==> config.mk <==
export PLATFORM = sky130hd
export DESIGN_NAME = key_value_map_table_top
export DESIGN_NICKNAME = d
export VERILOG_FILES = /design/src/rtl/kvmt_pkg.sv /design/src/rtl/key_value_map_table_top.sv /design/src/rtl/kvmt_ctrl.sv /design/src/rtl/kvmt_dp.sv
export SDC_FILE = /design/constraint.sdc
export NUM_CORES = 2
export LEC_CHECK = 0
export BUFFER_PORTS_ARGS = -buffer_cell sky130_fd_sc_hd__buf_2
export CAP_MARGIN = 30
export CELL_PAD_IN_SITES_DETAIL_PLACEMENT = 0
export CELL_PAD_IN_SITES_GLOBAL_PLACEMENT = 1
export CORE_MARGIN = 2
export CORE_UTILIZATION = 58
export CTS_BUF_LIST = sky130_fd_sc_hd__clkbuf_8
export CTS_CLUSTER_SIZE = 30
export DETAILED_ROUTE_END_ITERATION = 10
export PLACE_DENSITY_LB_ADDON = 0.2
export SYNTH_ARGS = -nofsm -noshare
export SYNTH_HDL_FRONTEND = slang
export SYNTH_SLANG_ARGS = --single-unit
==> constraint.sdc <==
create_clock -name clk -period 21.2 [get_ports clk]
set_input_delay 1.06 -clock clk [delete_from_list [all_inputs] [get_ports clk]]
set_output_delay 1.06 -clock clk [all_outputs]
set_load 0.02 [all_outputs]
==> src/rtl/kvmt_pkg.sv <==
// Shared types and constants for the key-value table.
// Holds the request/response payload structs, op and status codes,
// and the controller/datapath command and status bundles.
package kvmt_pkg;

	// Table geometry
	localparam int ENTRIES = 64;
	localparam int IDX_W   = (ENTRIES > 1) ? $clog2(ENTRIES) : 1;
	localparam int KEY_W   = 32;
	localparam int VAL_W   = 31;

	// Operation codes
	localparam logic [1:0] OP_PUT    = 2'd0;
	localparam logic [1:0] OP_GET    = 2'd1;
	localparam logic [1:0] OP_REMOVE = 2'd2;

	// Status codes
	localparam logic [1:0] ST_OK   = 2'd0;
	localparam logic [1:0] ST_NONE = 2'd1;
	localparam logic [1:0] ST_FULL = 2'd2;

	// Read value returned on a miss and for non-get operations
	localparam logic [31:0] MISS_WORD = 32'hFFFF_FFFF;

	typedef struct packed {
		logic        [1:0]       op;
		logic signed [KEY_W-1:0] key;
		logic        [VAL_W-1:0] value;
	} req_t;

	typedef struct packed {
		logic        [1:0]  status;
		logic signed [31:0] read_value;
	} rsp_t;

	// One stored slot
	typedef struct packed {
		logic [KEY_W-1:0] key;
		logic [VAL_W-1:0] value;
	} slot_t;

	// Controller to datapath
	typedef struct packed {
		logic start;
		logic scan;
		logic commit;
	} cmd_t;

	// Datapath to controller
	typedef struct packed {
		logic scan_last;
		logic out_free;
	} sts_t;

endpackage

==> src/rtl/key_value_map_table_top.sv <==
// Key-value table: each request scans all ENTRIES slots through one memory read port.
// Requests are taken one at a time: the next is accepted only after the current one commits,
// since the slot scan goes through the one read port; commit waits for a free output register.
// A finished response waits in the output register while the next request is taken.
// Reset (arst_n, async, active low) clears the valid bits at once; no clearing pass.
// Slot key/value storage is not reset. Depends on kvmt_pkg, kvmt_ctrl, kvmt_dp.
module key_value_map_table_top (
	input  logic            clk,
	input  logic            arst_n,
	input  logic            in_valid,
	output logic            in_ready,
	input  kvmt_pkg::req_t  in_data,
	output logic            out_valid,
	input  logic            out_ready,
	output kvmt_pkg::rsp_t  out_data
);

	kvmt_pkg::cmd_t cmd;
	kvmt_pkg::sts_t sts;

	// Sequence the request
	kvmt_ctrl u_ctrl (
		.clk      (clk),
		.arst_n   (arst_n),
		.in_valid (in_valid),
		.in_ready (in_ready),
		.sts      (sts),
		.cmd      (cmd)
	);

	// Scan, update and respond
	kvmt_dp u_dp (
		.clk       (clk),
		.arst_n    (arst_n),
		.in_data   (in_data),
		.cmd       (cmd),
		.sts       (sts),
		.out_valid (out_valid),
		.out_ready (out_ready),
		.out_data  (out_data)
	);

`ifndef ASSERT_OFF
	// One request at a time: no new accept right after one
	a_one_at_a_time: assert property (@(posedge clk) disable iff (!arst_n)
		(in_valid && in_ready) |=> !in_ready)
		else $error("request accepted while another is in flight");

	// A new response appears only from a commit
	a_rsp_from_commit: assert property (@(posedge clk) disable iff (!arst_n)
		$rose(out_valid) |-> $past(cmd.commit))
		else $error("response raised without commit");

	// Failed operations return the miss word
	a_miss_word: assert property (@(posedge clk) disable iff (!arst_n)
		(out_valid && out_data.status != kvmt_pkg::ST_OK) |->
		(out_data.read_value == kvmt_pkg::MISS_WORD))
		else $error("non-ok status with a read value");

	// Commit never lands on a full output register
	a_commit_free: assert property (@(posedge clk) disable iff (!arst_n)
		cmd.commit |-> sts.out_free)
		else $error("commit while output register busy");
`endif

endmodule

==> src/rtl/kvmt_ctrl.sv <==
// Controller state machine for the key-value table.
// Sequences accept, slot scan, drain and commit; uses kvmt_pkg.
module kvmt_ctrl (
	input  logic            clk,
	input  logic            arst_n,
	input  logic            in_valid,
	output logic            in_ready,
	input  kvmt_pkg::sts_t  sts,
	output kvmt_pkg::cmd_t  cmd
);

	typedef enum logic [3:0] {
		S_IDLE   = 4'b0001,
		S_SCAN   = 4'b0010,
		S_DRAIN  = 4'b0100,
		S_COMMIT = 4'b1000
	} state_t;

	state_t state_q;
	state_t state_nxt;

	// Decode commands and next state
	always_comb begin
		state_nxt  = state_q;
		in_ready   = 1'b0;
		cmd.start  = 1'b0;
		cmd.scan   = 1'b0;
		cmd.commit = 1'b0;
		case (state_q)
			S_IDLE: begin
				in_ready = 1'b1;
				if (in_valid) begin
					cmd.start = 1'b1;
					state_nxt = S_SCAN;
				end
			end
			S_SCAN: begin
				cmd.scan = 1'b1;
				if (sts.scan_last) begin
					state_nxt = S_DRAIN;
				end
			end
			S_DRAIN: begin
				state_nxt = S_COMMIT;
			end
			S_COMMIT: begin
				// hold until the output register can take the result
				if (sts.out_free) begin
					cmd.commit = 1'b1;
					state_nxt  = S_IDLE;
				end
			end
			default: begin
				state_nxt = S_IDLE;
			end
		endcase
	end

	// Advance state
	always_ff @(posedge clk or negedge arst_n) begin
		if (!arst_n) begin
			state_q <= S_IDLE;
		end else begin
			state_q <= state_nxt;
		end
	end

endmodule

==> src/rtl/kvmt_dp.sv <==
// Datapath for the key-value table: slot memory, valid bits, scan
// address, match and free-slot tracking, and the output register; uses kvmt_pkg.
module kvmt_dp (
	input  logic            clk,
	input  logic            arst_n,
	input  kvmt_pkg::req_t  in_data,
	input  kvmt_pkg::cmd_t  cmd,
	output kvmt_pkg::sts_t  sts,
	output logic            out_valid,
	input  logic            out_ready,
	output kvmt_pkg::rsp_t  out_data
);

	// Slot storage and valid bits
	kvmt_pkg::slot_t                  mem_q [kvmt_pkg::ENTRIES];
	logic [kvmt_pkg::ENTRIES-1:0]     slot_valid_q;

	// Latched request
	kvmt_pkg::req_t                   req_q;

	// Scan address and read stage
	logic [kvmt_pkg::IDX_W-1:0]       addr_q;
	logic [kvmt_pkg::IDX_W-1:0]       addr_s1;
	logic                             rd_ok_s1;
	logic                             vld_s1;
	kvmt_pkg::slot_t                  rd_s1;

	// Search results
	logic                             found_q;
	logic [kvmt_pkg::IDX_W-1:0]       hit_idx_q;
	logic [kvmt_pkg::VAL_W-1:0]       hit_val_q;
	logic                             free_found_q;
	logic [kvmt_pkg::IDX_W-1:0]       free_idx_q;

	// Output register
	logic                             out_valid_q;
	kvmt_pkg::rsp_t                   out_q;

	// Commit decode
	logic                             wr_en;
	logic                             set_valid;
	logic                             clr_valid;
	logic [kvmt_pkg::IDX_W-1:0]       wr_idx;
	kvmt_pkg::rsp_t                   rsp_nxt;
	logic                             match_s1;

	assign sts.scan_last = (addr_q == kvmt_pkg::IDX_W'(kvmt_pkg::ENTRIES - 1));
	assign sts.out_free  = !out_valid_q || out_ready;
	assign out_valid     = out_valid_q;
	assign out_data      = out_q;

	assign match_s1 = rd_ok_s1 && vld_s1 && (rd_s1.key == req_q.key);

	// Decide the table update and the response for the finished search
	always_comb begin
		wr_en              = 1'b0;
		set_valid          = 1'b0;
		clr_valid          = 1'b0;
		wr_idx             = found_q ? hit_idx_q : free_idx_q;
		rsp_nxt.status     = kvmt_pkg::ST_OK;
		rsp_nxt.read_value = kvmt_pkg::MISS_WORD;
		case (req_q.op)
			kvmt_pkg::OP_PUT: begin
				if (found_q) begin
					wr_en = 1'b1;
				end else if (free_found_q) begin
					wr_en     = 1'b1;
					set_valid = 1'b1;
				end else begin
					rsp_nxt.status = kvmt_pkg::ST_FULL;
				end
			end
			kvmt_pkg::OP_GET: begin
				if (found_q) begin
					rsp_nxt.read_value = $signed({1'b0, hit_val_q});
				end else begin
					rsp_nxt.status = kvmt_pkg::ST_NONE;
				end
			end
			kvmt_pkg::OP_REMOVE: begin
				if (found_q) begin
					clr_valid = 1'b1;
				end else begin
					rsp_nxt.status = kvmt_pkg::ST_NONE;
				end
			end
			default: begin
				// unused code: no operation
			end
		endcase
	end

	// Slot memory: one write port, one registered read port
	always_ff @(posedge clk) begin
		if (cmd.commit && wr_en) begin
			mem_q[wr_idx] <= {req_q.key, req_q.value};
		end
		if (cmd.scan) begin
			rd_s1 <= mem_q[addr_q];
		end
	end

	// Update valid bits on commit
	always_ff @(posedge clk or negedge arst_n) begin
		if (!arst_n) begin
			slot_valid_q <= '0;
		end else if (cmd.commit) begin
			if (set_valid) begin
				slot_valid_q[wr_idx] <= 1'b1;
			end
			if (clr_valid) begin
				slot_valid_q[wr_idx] <= 1'b0;
			end
		end
	end

	// Latch the request
	always_ff @(posedge clk) begin
		if (cmd.start) begin
			req_q <= in_data;
		end
	end

	// Advance scan address and read stage; track hit and lowest free slot
	always_ff @(posedge clk or negedge arst_n) begin
		if (!arst_n) begin
			addr_q       <= '0;
			addr_s1      <= '0;
			rd_ok_s1     <= 1'b0;
			vld_s1       <= 1'b0;
			found_q      <= 1'b0;
			hit_idx_q    <= '0;
			hit_val_q    <= '0;
			free_found_q <= 1'b0;
			free_idx_q   <= '0;
		end else begin
			rd_ok_s1 <= cmd.scan;
			if (cmd.start) begin
				addr_q       <= '0;
				found_q      <= 1'b0;
				free_found_q <= 1'b0;
			end else begin
				if (cmd.scan) begin
					addr_q  <= addr_q + 1'b1;
					addr_s1 <= addr_q;
					vld_s1  <= slot_valid_q[addr_q];
					if (!slot_valid_q[addr_q] && !free_found_q) begin
						free_found_q <= 1'b1;
						free_idx_q   <= addr_q;
					end
				end
				if (match_s1 && !found_q) begin
					found_q   <= 1'b1;
					hit_idx_q <= addr_s1;
					hit_val_q <= rd_s1.value;
				end
			end
		end
	end

	// Hold the response until the consumer takes it
	always_ff @(posedge clk or negedge arst_n) begin
		if (!arst_n) begin
			out_valid_q <= 1'b0;
		end else if (cmd.commit) begin
			out_valid_q <= 1'b1;
		end else if (out_ready) begin
			out_valid_q <= 1'b0;
		end
	end

	always_ff @(posedge clk) begin
		if (cmd.commit) begin
			out_q <= rsp_nxt;
		end
	end

endmodule
==> summary.txt <==
GRT
  – First-pass GRT wire length: 614000 microns
  – Gr usage total: 31.3%
  – Antenna violations before repair: 15
  – Vias in the first global route: 78.0k
  – Gr ovfl total: 0
  – Largest net degree at the start of global routing: 125

STA
  – Min Tclk post-route: 6.55 ns
  – Actual slew at the worst max-slew pin: 1.10 ns
  – Final setup viols: 0
  – Unrepaired setup endpoints after global routing: false
  – Skew final: about 0.066 ns
  – Max Freq: 0.153 GHz
  – Final period util: 30.9%
  – Pins over their slew limit: 0
  – Final Hold Viols: 0
  – Rel. slew slack: 26.6%
  – Hold Worst Slack: 0.112 ns
  – TNS Setup: 0 ns

Worst setup path
  – Critical path's slowest cell: dfrtp_4
  – CP required: 22.10 ns
  – Critical path peak fanout: 92
  – Worst Setup SP: u_dp.addr_q[0]
  – Worst reg2reg setup slack: between 10 and 15 ns
  – Worst path most repeated cell: buf_4
  – RR Startpoint: u_dp.addr_q[0]
  – Crit-path cells: buf_12 > buf_4 > buf_4 > buf_4 > buf_4 > mux4_2 > mux4_2 > mux4_2
  – Critical Path Sink Type: register
  – Cell family with most CP delay: buffers and inverters
  – Crit path capture: u_dp.rd_s1[23]
  – Buf/Inv on CP: 5
  – Largest stage delay on the critical path: 0.84 ns
  – Worst Path Arrival: around 7.5 ns
  – Worst R2R Path Depth: 8
  – CP Class: reg -> reg
  – Crit start category: register
  – Worst path depth: 8
  – RR Endpoint: u_dp.rd_s1[23]

Drt
  – Wl on met1: between 150000 and 200000 microns
  – DRC violations left: 0
  – First-pass DRT Iterations: 7
  – Initial DRC Count: 13.6k
  – Routed WL per cell: 38.4 microns
  – Avg Vias per Cell: 6.85
  – Top layer in use: met5
  – Via count: approximately 79k
  – DR WL met2: about 210000 microns
  – DRT Wirelength: 445000 microns
  – Metal3 WL: roughly 53000 microns
  – Routed Antenna Nets: 0

Synth
  – Syn nets: about 6.6k
  – EDFF count, synth: 4194
  – Mapped Cells: 6500
  – Sequential area share after synthesis: 78.9%
  – Synth Cell Area: approximately 160000 sq um
  – Seq cells post-synth: 4322
  – Asr flop ratio synth: 2.96%
  – Syn Area/Cell: 25.2 sq um
  – Main synth FF type: edfxtp_1
  – Synth top area share: 76.9%
  – Synth area leaders: edfxtp_1 77%, mux4_2 18%, dfrtp_1 1.9%
  – Post-synthesis cell type with the largest combined area: edfxtp_1
  – Yosys cell types: 49
  – Synth Warn #: 0

Power
  – Pleak: 57.0 nW
  – Pwr/cell area: around 110 nW/um^2
  – Max VDD drop: 0.0821 mV
  – Pwr Total: between 15 and 20 mW

Placement
  – GP Congestion: 0.797
  – Port Buffer Count: approximately 100
  – HPWL after DPL: roughly 220000 microns
  – Placed Area: ~170000 sq um

Cells and area
  – Most frequent cells in the layout: 4194 x edfxtp_1, 1327 x mux4_2, 685 x clkbuf_8, 237 x buf_4, 205 x inv_1
  – Fin nets: 7375
  – Layout cell share with drive strength beyond 1: ~34%
  – Area grow syn2layout: 12.3%
  – Cell area after layout: 184000 sq um
  – Commonest non-fill, non-tap cell in the layout: edfxtp_1

Job
  – Max-cap violations: 0

CTS
  – Inserted Clock Buffers: 672
  – Post-CTS Setup Bufs: 0
  – CTS Hold Bufs: 63
  – CTS sink count: 4322
  – Clk_lat worst skew: approximately 1.2 ns
  – Post-CTS sizing: 0
  – Clock tree root driver cell: clkbuf_8
  – Clock-pin slew on the worst setup and hold paths: around 0.060 ns
  – Clock H-tree levels: 6
  – CTS max path bufs: 4
  – CTS tree: built

Floorplan
  – CORE AREA: roughly 280000 sq um
  – Row count: 195
  – Die W: 535 microns
  – Die span in y: 535 microns
  – Initial Util: 58.1%
  – DIE AREA: 287000 sq um
  – # IOs: 105

Hold path
  – Hold Path Class: in -> reg

Status
  – Status: finished, final reports clean
Yosys cell counts, drive strengths merged, types with 2 or more instances:
master / number
buf: 134
inv: 9
edfxtp: 4194
nand3: 12
nor3: 5
nor3b: 3
a21oi: 135
nand4: 8
o21ai: 8
nor2: 102
dfrtp: 127
nor2b: 3
ha: 5
mux2: 46
o2bb2ai: 2
xnor2: 29
o22a: 3
mux2i: 31
mux4: 1327
clkbuf: 190
xor2: 4
nand2: 49
o22ai: 2
or2: 33
or3: 3
a22oi: 10
nand2b: 5
nor4: 4
worst register-to-register path: stages, from the launching register on:
cell and delay [ns]:
dfrtp_4 0.84, buf_12 0.61, buf_4 0.75, buf_4 0.80, buf_4 0.76, buf_4 0.84
mux4_2 0.65, mux4_2 0.52, mux4_2 0.50
metrics by stage:
stage / std cells / utilization [%] / worst slack [ns]
final: 11600 / 65.3 / 14.65
after global routing: 11600 / 65.3 / 14.04
after CTS: 11600 / 65.2 / 14.37
after detailed placement: 10300 / 60.6 / 14.40
after global placement: 10300 / 60.4 / 14.39
after floorplan: 6500 / - / 12.93
kinds of logic (layout without fill, tap and decap cells):
kind of cell	Yosys count	in the layout	synth area share, %
DFF	4322	4322	78.9
muxes	1404	1404	18.8
buffers and inverters	334	1661	0.910
and+or+nand+nor	232	232	0.651
AOI/OAI and AO/OA	170	170	0.571
xor gates and xnor gates	33	33	0.177
adders and majority gates	5	5	0.0382
other	0	3	0
cell type report:
| type | count | area [sq um] |
|---|---|---|
| sequential | 4322 | 129000 |
| multi-input combinational | 1844 | 33600 |
| tap | 3743 | 4680 |
| antenna | 3 | 7.51 |
| fill | 17900 | 97700 |
| clock buffer | 685 | 9430 |
| inverter | 10 | 55.1 |
| clock inverter | 515 | 3000 |
| timing repair buffer | 451 | 3990 |
power breakdown:
group	leakage [nW]	total [mW]	switching, mW	internal (mW)
clock	7.07	6.56	3.30	3.26
sequential	39.5	9.91	0.0655	9.85
combinational	10.5	3.38	1.78	1.60
total	57.0	19.9	5.15	14.7
per-layer routing:
| metal | global-route usage, % | vias to the layer above |
|---|---|---|
| met5 | 0 | - |
| met2 | 48.0 | 5658 |
| met3 | 6.49 | 740 |
| li1 | - | 30000 |
| met4 | 8.33 | 10 |
| met1 | 46.8 | 42900 |
registers in the layout (all words and copies together), names as in the netlist, 6 cells and up:
name               cells
u_dp.addr_s1           6
u_dp.free_idx_q        6
u_dp.addr_q            6
u_dp.out_data         34
u_dp.hit_idx_q         6
u_dp.slot_valid_q     64
u_dp.hit_val_q        31
u_dp.rd_s1            63
u_dp.req_q            65
u_dp.mem_q          4032
worst min path at each step:
stage	from	endpoint	slack [ns]	cells after the start
after floorplan	u_dp.addr_s1[0]	u_dp.addr_s1[0]	0.44	2
after global placement	u_dp.rd_s1[6]	u_dp.hit_val_q[6]	0.46	1
after detailed placement	u_dp.addr_s1[2]	u_dp.addr_s1[2]	0.46	2
after CTS	in_data[0]	u_dp.req_q[0]	0.03	1
after global routing	in_data[0]	u_dp.req_q[0]	0.07	1
final	in_data[0]	u_dp.req_q[0]	0.11	1
No activity file was read; power rests on OpenSTA's default activity.
